$ cat src/rtl/esc_pkg.sv
// Shared types, codes and constants for the environmental sensor compensation block.
package esc_pkg;

    // operation codes
    localparam logic [1:0] OP_TEMP  = 2'd0;
    localparam logic [1:0] OP_PRESS = 2'd1;
    localparam logic [1:0] OP_HUMID = 2'd2;
    localparam logic [1:0] OP_NONE  = 2'd3;

    // configuration register indexes
    localparam logic [2:0] REG_TEMP       = 3'd0;
    localparam logic [2:0] REG_PRESS_LOW  = 3'd1;
    localparam logic [2:0] REG_PRESS_HIGH = 3'd2;
    localparam logic [2:0] REG_PRESS_NINE = 3'd3;
    localparam logic [2:0] REG_HUMID      = 3'd4;
    localparam logic [2:0] REG_OFFSET     = 3'd5;

    localparam int WORD_W = 32;

    typedef logic [WORD_W-1:0] word_t;

    // arithmetic right shift on a 32-bit two's complement word
    function automatic word_t asr(input word_t v, input int unsigned s);
        return word_t'($signed(v) >>> s);
    endfunction

    // sign-extend a 16-bit field
    function automatic word_t sx16(input logic [15:0] v);
        return {{16{v[15]}}, v};
    endfunction

endpackage

$ cat src/rtl/esc_div.sv
// Unsigned 32-bit restoring divider, one quotient bit per cycle.
module esc_div (
    input  logic           clk,
    input  logic           rst_n,
    input  logic           start,
    input  esc_pkg::word_t dividend,
    input  esc_pkg::word_t divisor,
    output logic           busy,
    output esc_pkg::word_t quotient
);
    import esc_pkg::*;

    logic [WORD_W:0]   rem_reg, rem_next;
    word_t             quo_reg, quo_next;
    word_t             dvs_reg, dvs_next;
    logic [5:0]        cnt_reg, cnt_next;
    logic              busy_reg, busy_next;
    logic [WORD_W:0]   rem_shift;
    logic [WORD_W:0]   rem_sub;

    // one shift-compare-subtract step
    always_comb
    begin
        rem_shift = {rem_reg[WORD_W-1:0], quo_reg[WORD_W-1]};
        rem_sub   = rem_shift - {1'b0, dvs_reg};
        rem_next  = rem_reg;
        quo_next  = quo_reg;
        dvs_next  = dvs_reg;
        cnt_next  = cnt_reg;
        busy_next = busy_reg;
        if (start)
        begin
            rem_next  = '0;
            quo_next  = dividend;
            dvs_next  = divisor;
            cnt_next  = '0;
            busy_next = 1'b1;
        end
        else if (busy_reg)
        begin
            if (!rem_sub[WORD_W])
            begin
                rem_next = rem_sub;
                quo_next = {quo_reg[WORD_W-2:0], 1'b1};
            end
            else
            begin
                rem_next = rem_shift;
                quo_next = {quo_reg[WORD_W-2:0], 1'b0};
            end
            cnt_next = cnt_reg + 6'd1;
            if (cnt_reg == 6'(WORD_W - 1))
                busy_next = 1'b0;
        end
    end

    always_ff @(posedge clk or negedge rst_n)
    begin
        if (!rst_n)
        begin
            busy_reg <= 1'b0;
            cnt_reg  <= '0;
        end
        else
        begin
            busy_reg <= busy_next;
            cnt_reg  <= cnt_next;
        end
    end

    always_ff @(posedge clk)
    begin
        rem_reg <= rem_next;
        quo_reg <= quo_next;
        dvs_reg <= dvs_next;
    end

    assign busy     = busy_reg;
    assign quotient = quo_reg;

    a_count_range: assert property (@(posedge clk) disable iff (!rst_n)
        busy_reg |-> cnt_reg < 6'(WORD_W)) else $error("divider count overrun");
    a_start_idle: assert property (@(posedge clk) disable iff (!rst_n)
        start |=> busy_reg) else $error("divider did not start");
    a_done_count: assert property (@(posedge clk) disable iff (!rst_n)
        $fell(busy_reg) |-> cnt_reg == 6'(WORD_W)) else $error("divider ended early");

endmodule

$ cat src/rtl/env_sensor_compensation.sv
// Top level: sequencer around a shared 32x32 multiplier and a shared divider.
// The pressure path includes a divide on the shared divider; temperature, humidity and unused codes do not.
// Throughput: one item at a time; the input is stalled until the result is registered.
// The result register lets the next item start while the last result waits.
// Reset (rst_n, async low) clears coefficients, fine temperature and all control state.
module env_sensor_compensation (
    input  logic        clk,
    input  logic        rst_n,
    input  logic        in_valid,
    output logic        in_stall,
    input  logic [1:0]  operation,
    input  logic [19:0] raw_value,
    output logic        out_valid,
    input  logic        out_stall,
    output logic [32:0] reading,
    output logic        zero_divisor,
    input  logic        cfg_valid,
    output logic        cfg_ready,
    input  logic [2:0]  cfg_index,
    input  logic [63:0] cfg_data
);
    import esc_pkg::*;

    localparam logic [5:0] S_IDLE = 6'd0;
    localparam logic [5:0] S_NULL = 6'd1;
    localparam logic [5:0] S_T0   = 6'd2;
    localparam logic [5:0] S_T1   = 6'd3;
    localparam logic [5:0] S_T2   = 6'd4;
    localparam logic [5:0] S_T3   = 6'd5;
    localparam logic [5:0] S_T4   = 6'd6;
    localparam logic [5:0] S_T5   = 6'd7;
    localparam logic [5:0] S_T6   = 6'd8;
    localparam logic [5:0] S_T7   = 6'd9;
    localparam logic [5:0] S_P0   = 6'd10;
    localparam logic [5:0] S_P1   = 6'd11;
    localparam logic [5:0] S_P2   = 6'd12;
    localparam logic [5:0] S_P3   = 6'd13;
    localparam logic [5:0] S_P4   = 6'd14;
    localparam logic [5:0] S_P5   = 6'd15;
    localparam logic [5:0] S_P6   = 6'd16;
    localparam logic [5:0] S_P7   = 6'd17;
    localparam logic [5:0] S_P8   = 6'd18;
    localparam logic [5:0] S_P9   = 6'd19;
    localparam logic [5:0] S_P10  = 6'd20;
    localparam logic [5:0] S_P11  = 6'd21;
    localparam logic [5:0] S_P12  = 6'd22;
    localparam logic [5:0] S_P13  = 6'd23;
    localparam logic [5:0] S_P14  = 6'd24;
    localparam logic [5:0] S_PZ   = 6'd25;
    localparam logic [5:0] S_H0   = 6'd26;
    localparam logic [5:0] S_H1   = 6'd27;
    localparam logic [5:0] S_H2   = 6'd28;
    localparam logic [5:0] S_H3   = 6'd29;
    localparam logic [5:0] S_H4   = 6'd30;
    localparam logic [5:0] S_H5   = 6'd31;
    localparam logic [5:0] S_H6   = 6'd32;
    localparam logic [5:0] S_H7   = 6'd33;
    localparam logic [5:0] S_H8   = 6'd34;
    localparam logic [5:0] S_H9   = 6'd35;

    localparam word_t C_64000  = 32'd64000;
    localparam word_t C_2P20   = 32'd1048576;
    localparam word_t C_3125   = 32'd3125;
    localparam word_t C_76800  = 32'd76800;
    localparam word_t C_16384  = 32'd16384;
    localparam word_t C_32768  = 32'd32768;
    localparam word_t C_2P21   = 32'd2097152;
    localparam word_t C_8192   = 32'd8192;
    localparam word_t C_HMAX   = 32'd419430400;
    localparam word_t C_SIGN   = 32'h80000000;
    localparam word_t C_INV5   = 32'd52429;
    localparam word_t C_51     = 32'd51;

    // configuration registers
    logic [47:0] temp_reg;
    logic [63:0] plow_reg;
    logic [63:0] phigh_reg;
    logic [15:0] pnine_reg;
    logic [63:0] humid_reg;
    logic [15:0] offset_reg;

    logic [5:0]  state_reg, state_next;
    logic [19:0] raw_reg, raw_next;
    word_t       fine_reg, fine_next;
    word_t       a_reg, a_next;
    word_t       b_reg, b_next;
    word_t       c_reg, c_next;
    word_t       d_reg, d_next;
    word_t       prod_reg;
    logic        half_reg, half_next;
    logic        neg_reg, neg_next;
    logic        out_valid_reg, out_valid_next;
    logic [32:0] reading_reg, reading_next;
    logic        zdiv_reg, zdiv_next;

    word_t       mul_a, mul_b;
    word_t       prod_full;
    logic        div_start;
    word_t       div_dividend, div_divisor, div_quo;
    logic        div_busy;
    logic        can_emit;
    logic        in_xfer;

    // coefficient fields
    word_t t1, t2, t3, p1, p2, p3, p4, p5, p6, p7, p8, p9;
    word_t h1, h2, h3, h4, h5, h6;
    word_t off_abs, tmp0, tmp1, sat;

    assign t1 = {16'd0, temp_reg[15:0]};
    assign t2 = sx16(temp_reg[31:16]);
    assign t3 = sx16(temp_reg[47:32]);
    assign p1 = {16'd0, plow_reg[15:0]};
    assign p2 = sx16(plow_reg[31:16]);
    assign p3 = sx16(plow_reg[47:32]);
    assign p4 = sx16(plow_reg[63:48]);
    assign p5 = sx16(phigh_reg[15:0]);
    assign p6 = sx16(phigh_reg[31:16]);
    assign p7 = sx16(phigh_reg[47:32]);
    assign p8 = sx16(phigh_reg[63:48]);
    assign p9 = sx16(pnine_reg);
    assign h1 = {24'd0, humid_reg[7:0]};
    assign h2 = sx16(humid_reg[23:8]);
    assign h3 = {24'd0, humid_reg[31:24]};
    assign h4 = {{20{humid_reg[43]}}, humid_reg[43:32]};
    assign h5 = {{20{humid_reg[55]}}, humid_reg[55:44]};
    assign h6 = {{24{humid_reg[63]}}, humid_reg[63:56]};

    // magnitude of the user offset
    assign off_abs  = offset_reg[15] ? (word_t'(0) - sx16(offset_reg)) : sx16(offset_reg);
    assign in_xfer  = in_valid && !in_stall;
    assign can_emit = !(out_valid_reg && out_stall);

    // shared multiplier, low word kept
    assign prod_full = mul_a * mul_b;

    esc_div u_div (
        .clk      (clk),
        .rst_n    (rst_n),
        .start    (div_start),
        .dividend (div_dividend),
        .divisor  (div_divisor),
        .busy     (div_busy),
        .quotient (div_quo)
    );

    // sequencer
    always_comb
    begin
        state_next     = state_reg;
        raw_next       = raw_reg;
        fine_next      = fine_reg;
        a_next         = a_reg;
        b_next         = b_reg;
        c_next         = c_reg;
        d_next         = d_reg;
        half_next      = half_reg;
        neg_next       = neg_reg;
        mul_a          = '0;
        mul_b          = '0;
        div_start      = 1'b0;
        div_dividend   = '0;
        div_divisor    = '0;
        tmp0           = '0;
        tmp1           = '0;
        sat            = '0;
        out_valid_next = out_valid_reg && out_stall;
        reading_next   = reading_reg;
        zdiv_next      = zdiv_reg;

        unique case (state_reg)
            S_IDLE:
            begin
                if (in_xfer)
                begin
                    raw_next = raw_value;
                    unique case (operation)
                        OP_TEMP:  state_next = S_T0;
                        OP_PRESS: state_next = S_P0;
                        OP_HUMID: state_next = S_H0;
                        default:  state_next = S_NULL;
                    endcase
                end
            end
            S_NULL:
            begin
                if (can_emit)
                begin
                    out_valid_next = 1'b1;
                    reading_next   = '0;
                    zdiv_next      = 1'b0;
                    state_next     = S_IDLE;
                end
            end
            // temperature
            S_T0:
            begin
                a_next     = {12'd0, raw_reg} >> 3;
                a_next     = a_next - (t1 << 1);
                b_next     = ({12'd0, raw_reg} >> 4) - t1;
                neg_next   = offset_reg[15];
                // |ofs|/5 by reciprocal, exact for a 16-bit magnitude
                mul_a      = off_abs;
                mul_b      = C_INV5;
                state_next = S_T1;
            end
            S_T1:
            begin
                // |ofs|*256/5 = 51*|ofs| + |ofs|/5
                d_next     = (off_abs * C_51) + (prod_reg >> 18);
                mul_a      = a_reg;
                mul_b      = t2;
                state_next = S_T2;
            end
            S_T2:
            begin
                a_next     = asr(prod_reg, 11);
                mul_a      = b_reg;
                mul_b      = b_reg;
                state_next = S_T3;
            end
            S_T3:
            begin
                mul_a      = asr(prod_reg, 12);
                mul_b      = t3;
                state_next = S_T4;
            end
            S_T4:
            begin
                a_next     = a_reg + asr(prod_reg, 14);
                state_next = S_T5;
            end
            S_T5:
            begin
                fine_next  = a_reg + (neg_reg ? (word_t'(0) - d_reg) : d_reg);
                state_next = S_T6;
            end
            S_T6:
            begin
                mul_a      = fine_reg;
                mul_b      = 32'd5;
                state_next = S_T7;
            end
            S_T7:
            begin
                tmp0 = asr(prod_reg + 32'd128, 8);
                if (can_emit)
                begin
                    out_valid_next = 1'b1;
                    reading_next   = {tmp0[WORD_W-1], tmp0};
                    zdiv_next      = 1'b0;
                    state_next     = S_IDLE;
                end
            end
            // pressure
            S_P0:
            begin
                a_next     = asr(fine_reg, 1) - C_64000;
                state_next = S_P1;
            end
            S_P1:
            begin
                mul_a      = asr(a_reg, 2);
                mul_b      = asr(a_reg, 2);
                state_next = S_P2;
            end
            S_P2:
            begin
                b_next     = prod_reg;
                mul_a      = asr(prod_reg, 11);
                mul_b      = p6;
                state_next = S_P3;
            end
            S_P3:
            begin
                c_next     = prod_reg;
                mul_a      = a_reg;
                mul_b      = p5;
                state_next = S_P4;
            end
            S_P4:
            begin
                c_next     = asr(c_reg + (prod_reg << 1), 2) + (p4 << 16);
                mul_a      = p3;
                mul_b      = asr(b_reg, 13);
                state_next = S_P5;
            end
            S_P5:
            begin
                d_next     = prod_reg;
                mul_a      = p2;
                mul_b      = a_reg;
                state_next = S_P6;
            end
            S_P6:
            begin
                a_next     = asr(asr(d_reg, 3) + asr(prod_reg, 1), 18);
                state_next = S_P7;
            end
            S_P7:
            begin
                mul_a      = C_32768 + a_reg;
                mul_b      = p1;
                state_next = S_P8;
            end
            S_P8:
            begin
                a_next = asr(prod_reg, 15);
                tmp0   = (C_2P20 - {12'd0, raw_reg}) - asr(c_reg, 12);
                mul_a  = tmp0;
                mul_b  = C_3125;
                if (asr(prod_reg, 15) == '0)
                    state_next = S_PZ;
                else
                    state_next = S_P9;
            end
            S_PZ:
            begin
                if (can_emit)
                begin
                    out_valid_next = 1'b1;
                    reading_next   = '0;
                    zdiv_next      = 1'b1;
                    state_next     = S_IDLE;
                end
            end
            S_P9:
            begin
                half_next    = (prod_reg >= C_SIGN);
                div_start    = 1'b1;
                div_dividend = (prod_reg < C_SIGN) ? (prod_reg << 1) : prod_reg;
                div_divisor  = a_reg;
                state_next   = S_P10;
            end
            S_P10:
            begin
                if (!div_busy)
                begin
                    b_next     = half_reg ? (div_quo << 1) : div_quo;
                    state_next = S_P11;
                end
            end
            S_P11:
            begin
                mul_a      = b_reg >> 3;
                mul_b      = b_reg >> 3;
                state_next = S_P12;
            end
            S_P12:
            begin
                mul_a      = p9;
                mul_b      = prod_reg >> 13;
                state_next = S_P13;
            end
            S_P13:
            begin
                d_next     = asr(prod_reg, 12);
                mul_a      = b_reg >> 2;
                mul_b      = p8;
                state_next = S_P14;
            end
            S_P14:
            begin
                tmp0 = b_reg + asr(d_reg + asr(prod_reg, 13) + p7, 4);
                if (can_emit)
                begin
                    out_valid_next = 1'b1;
                    reading_next   = {1'b0, tmp0};
                    zdiv_next      = 1'b0;
                    state_next     = S_IDLE;
                end
            end
            // humidity
            S_H0:
            begin
                a_next     = fine_reg - C_76800;
                state_next = S_H1;
            end
            S_H1:
            begin
                mul_a      = h5;
                mul_b      = a_reg;
                state_next = S_H2;
            end
            S_H2:
            begin
                b_next     = ({16'd0, raw_reg[15:0]} << 14) - (h4 << 20) - prod_reg;
                mul_a      = a_reg;
                mul_b      = h6;
                state_next = S_H3;
            end
            S_H3:
            begin
                b_next     = asr(b_reg + C_16384, 15);
                c_next     = asr(prod_reg, 10);
                mul_a      = a_reg;
                mul_b      = h3;
                state_next = S_H4;
            end
            S_H4:
            begin
                mul_a      = c_reg;
                mul_b      = asr(prod_reg, 11) + C_32768;
                state_next = S_H5;
            end
            S_H5:
            begin
                mul_a      = asr(prod_reg, 10) + C_2P21;
                mul_b      = h2;
                state_next = S_H6;
            end
            S_H6:
            begin
                mul_a      = b_reg;
                mul_b      = asr(prod_reg + C_8192, 14);
                state_next = S_H7;
            end
            S_H7:
            begin
                c_next     = prod_reg;
                mul_a      = asr(prod_reg, 15);
                mul_b      = asr(prod_reg, 15);
                state_next = S_H8;
            end
            S_H8:
            begin
                mul_a      = asr(prod_reg, 7);
                mul_b      = h1;
                state_next = S_H9;
            end
            S_H9:
            begin
                tmp0 = c_reg - asr(prod_reg, 4);
                // clamp to the valid humidity range
                if (tmp0[WORD_W-1])
                    sat = '0;
                else if (tmp0 > C_HMAX)
                    sat = C_HMAX;
                else
                    sat = tmp0;
                tmp1 = ((sat >> 12) * 32'd25) >> 8;
                if (can_emit)
                begin
                    out_valid_next = 1'b1;
                    reading_next   = {1'b0, tmp1};
                    zdiv_next      = 1'b0;
                    state_next     = S_IDLE;
                end
            end
            default:
            begin
                state_next = S_IDLE;
            end
        endcase
    end

    // control and kept state
    always_ff @(posedge clk or negedge rst_n)
    begin
        if (!rst_n)
        begin
            state_reg     <= S_IDLE;
            fine_reg      <= '0;
            out_valid_reg <= 1'b0;
            temp_reg      <= '0;
            plow_reg      <= '0;
            phigh_reg     <= '0;
            pnine_reg     <= '0;
            humid_reg     <= '0;
            offset_reg    <= '0;
        end
        else
        begin
            state_reg     <= state_next;
            fine_reg      <= fine_next;
            out_valid_reg <= out_valid_next;
            if (cfg_valid && cfg_ready)
            begin
                unique case (cfg_index)
                    REG_TEMP:       temp_reg   <= cfg_data[47:0];
                    REG_PRESS_LOW:  plow_reg   <= cfg_data;
                    REG_PRESS_HIGH: phigh_reg  <= cfg_data;
                    REG_PRESS_NINE: pnine_reg  <= cfg_data[15:0];
                    REG_HUMID:      humid_reg  <= cfg_data;
                    REG_OFFSET:     offset_reg <= cfg_data[15:0];
                    default:        ;
                endcase
            end
        end
    end

    // datapath registers
    always_ff @(posedge clk)
    begin
        raw_reg     <= raw_next;
        a_reg       <= a_next;
        b_reg       <= b_next;
        c_reg       <= c_next;
        d_reg       <= d_next;
        half_reg    <= half_next;
        neg_reg     <= neg_next;
        prod_reg    <= prod_full;
        reading_reg <= reading_next;
        zdiv_reg    <= zdiv_next;
    end

    assign in_stall     = (state_reg != S_IDLE);
    assign cfg_ready    = 1'b1;
    assign out_valid    = out_valid_reg;
    assign reading      = reading_reg;
    assign zero_divisor = zdiv_reg;

    a_idle_div: assert property (@(posedge clk) disable iff (!rst_n)
        (state_reg == S_IDLE) |-> !div_busy) else $error("divider busy while idle");
    a_zdiv_zero: assert property (@(posedge clk) disable iff (!rst_n)
        (out_valid && zero_divisor) |-> (reading == '0)) else $error("flagged reading not zero");
    a_press_start: assert property (@(posedge clk) disable iff (!rst_n)
        (in_xfer && operation == OP_PRESS) |=> (state_reg == S_P0))
        else $error("pressure item did not start");
    a_fine_hold: assert property (@(posedge clk) disable iff (!rst_n)
        (state_reg != S_T5) |=> $stable(fine_reg)) else $error("fine temperature changed");

endmodule

$ cat config.mk
export PLATFORM = sky130hd
export DESIGN_NAME = env_sensor_compensation
export DESIGN_NICKNAME = d
export VERILOG_FILES = /design/src/rtl/esc_pkg.sv /design/src/rtl/esc_div.sv /design/src/rtl/env_sensor_compensation.sv
export SDC_FILE = /design/constraint.sdc
export NUM_CORES = 2
export LEC_CHECK = 0
export ABC_AREA = 1
export BUFFER_PORTS_ARGS = -buffer_cell sky130_fd_sc_hd__clkbuf_2
export CORE_MARGIN = 1
export CORE_UTILIZATION = 40
export CTS_CLUSTER_SIZE = 8
export DETAILED_ROUTE_END_ITERATION = 8
export GPL_ROUTABILITY_DRIVEN = 1
export PLACE_DENSITY_LB_ADDON = 0.1
export SLEW_MARGIN = 20
export SYNTH_ARGS = -nofsm -noshare
export SYNTH_HDL_FRONTEND = slang
export SYNTH_HIERARCHICAL = 1
export SYNTH_SLANG_ARGS = --single-unit
$ cat constraint.sdc
create_clock -name clk -period 10.05 [get_ports clk]
set_input_delay 1.5075 -clock clk [delete_from_list [all_inputs] [get_ports clk]]
set_output_delay 1.5075 -clock clk [all_outputs]
set_load 0.005 [all_outputs]
==> flow_summary.ini <==
[status]
status = finished, violations left
violations = DRC, setup timing

[global_route]
grt_pass1_vias = 76200
track_usage = 0.456
grt_max_degree = 169
grt_pass1_wl_mm = 593
overflow = 0
antenna_found_initial = 60

[cells_and_area]
fillers = 19000
area_growth_pct = 16.7
layout.nets = 12400
ff_latch_area_um2 = 16700
instances_no_fill = 13800
multi_input_area_um2 = 50100
drive_gt1_frac = 0.113

[timing]
slew_headroom = 0.120
grt_setup_unrepaired = yes
max_freq_ghz = 0.0977
worst_slew_pin_slew_ns = 1.31
hold_viol_final = 0
period_needed_ns = 10.24
setup_viol = 1
drv_slew = 0
period_share = 1.02
finClkSkew_ns = 0.118
setup_ws_ns = -0.190

[worst_setup_path]
arrival_ns = 10.91
crit_path_frequent_cell = inv_1
path_class = flip-flop to flip-flop
critical_path.top_delay_family = adder cells
cpPeakStageDelay_ns = 0.56
cp-start-kind = flip-flop
path_buf_inv = 16
cp_max_fo = 6
cp.required_ns = 10.72
cpMaxStageDelayCell = fa_1
endpoint_kind = flip-flop

[job]
drv_cap = 0

[clock_tree]
clockRootBuffer = clkbuf_16
clk_pin_slew_ns = 0.05
cts_tree = done
clockBufferDepth = 3
clk-insertion-delay-late_ns = 0.84
cts_made_buffers = 96
h-tree-depth = 3
cts.sinks = 630

[floorplan]
die_w_um = 433
core_um2 = 184000
boundaryPins = 131
die_h_um = 433
initial_utilization = 0.404
rows = 157
die_area_um2 = 187000

[synthesis]
synth.area.top_cells = nand2_1 (14%), fa_1 (14%), dfrtp_1 (11%), ha_1 (10%), edfxtp_1 (10%)
seq_area_frac_synth = 0.225
synth-main-ff-cell = dfrtp_1
synth_top_cell_by_area = nand2_1
synth_edf_count = 248
syn-cell-area_um2 = 74200
async_reset_ff_frac = 0.505
syn_avg_cell_area_um2 = 7.04
yosys_warnings = 6
synth_top_area_share = 0.138
synth_cells = 10500
ys_types = 72
ys_ff_latch = 630

[placement]
routabilityCongestion = 1.15
place_hpwl_mm = 353
placedCellCount = 13500
port_buffers = 129

[detailed_routing]
wire_per_inst_um = 31.5
ant_nets = 0
drc_errors = 2
drtPass1Iterations = 8
drt_wl_total_mm = 434
routed_via_density = 5.89
num_vias = 81000
drtIter0Drc = 11300

[min_path]
hp-class = flip-flop to flip-flop
## worst min-delay path: cells and delay by family (launching register included)
family	cells	cell delay [ns]
DFF	1	0.32
and+or+nand+nor	2	0.12
## synthesized netlist by cell type (all sizes together), types with 28 or more instances
library cell  count
o211ai           42
xnor2            97
ha              603
nand3           477
a31oi            28
buf              90
inv            1824
o22ai            46
o221ai           53
a211oi           55
a221oi           42
or2              36
nor2            920
nor4             33
dfrtp           318
o21bai           28
nand2          2754
edfxtp          248
dfxtp            64
o2111ai          29
nand4           138
fa              511
o21ai           762
clkbuf          235
a21oi           605
xor2            163
nor3            126
## final cells by class
cell class / count / share of cell area
antenna: 33 / 0.000954
clock buffer: 161 / 0.0318
clock inverter: 16 / 0.00315
inverter: 1845 / 0.0801
multi-input combinational: 7742 / 0.578
sequential: 630 / 0.193
tap: 2464 / 0.0356
timing repair buffer: 862 / 0.0770
## metrics by stage
step | worst slack (ns) | hold slack [ns] | util | TNS (ns) | cell area, um2
6_report | -0.190 | 0.478 | 0.471 | -0.190 | 86500
5_1_grt | -0.796 | 0.494 | 0.471 | -3.31 | 86500
4_1_cts | -0.157 | 0.477 | 0.467 | -0.157 | 85900
3_5_place_dp | -0.585 | 0.467 | 0.449 | -3.00 | 82500
3_3_place_gp | -0.713 | 0.459 | 0.449 | -2.50 | 82500
2_1_floorplan | 0.320 | 0.445 | - | 0 | 74200
## worst paths after layout
| path | from | endpoint | slack, ns | cells past startpoint |
|---|---|---|---|---|
| max | raw_reg[2]$_DFFE_PP_ | prod_reg[31]$_DFF_P_ | -0.19 | 59 |
| min | u_div/rem_reg[10]$_SDFFE_PP0P_ | u_div/rem_reg[10]$_SDFFE_PP0P_ | 0.48 | 2 |
| max reg2reg | raw_reg[2]$_DFFE_PP_ | prod_reg[31]$_DFF_P_ | -0.19 | 59 |
| min reg2reg | u_div/rem_reg[10]$_SDFFE_PP0P_ | u_div/rem_reg[10]$_SDFFE_PP0P_ | 0.48 | 2 |
| max in group asynchronous | rst_n | plow_reg[56]$_DFFE_PN0P_ | 7.64 | 2 |
| min in group asynchronous | rst_n | state_reg[0]$_DFFE_PN0P_ | 0.77 | 1 |
## per-layer routing
| metal | up-vias | track usage | share of wire |
|---|---|---|---|
| met2 | 5220 | 0.637 | 0.40 |
| met3 | 1316 | 0.184 | 0.13 |
| li1 | 35300 | - | - |
| met5 | - | 0 | 0.0011 |
| met4 | 54 | 0.268 | 0.070 |
| met1 | 39100 | 0.586 | 0.40 |
## what timing repair did
action	in CTS	in global routing
hold buffers	0	0
setup buffers	16	10
gates cloned	0	0
resized for setup	63	112
setup endpoints to repair	10	14
pin swaps	19	40
hold endpoints to repair	0	0
## kinds of logic (layout without fill, tap and decap cells)
family                     after synthesis  in the layout  share of synthesized area
and+or+nand+nor                       4538           4538                      0.253
buffers and inverters                 2170           2884                      0.112
adders and majority gates             1114           1114                      0.240
DFF                                    630            630                      0.225
other                                    2             47                   0.000101
muxes                                    2              2                   0.000270
xor gates and xnor gates               260            260                     0.0307
AOI/OAI and AO/OA                     1814           1814                      0.139
## cell usage in the layout, fill, tap and decap left out, types with 136 or more instances in the layout
master	instances
nand2_1	2708
dfrtp_1	318
o21ai_0	734
nand4_1	136
nor2_1	867
nand3_1	455
xor2_1	153
ha_1	590
edfxtp_1	248
fa_1	507
buf_4	687
inv_1	1777
a21oi_1	586
Power is left out: the tool's default activity adds up to more than one toggle a clock period on the data nets, which glitch-free logic cannot reach.
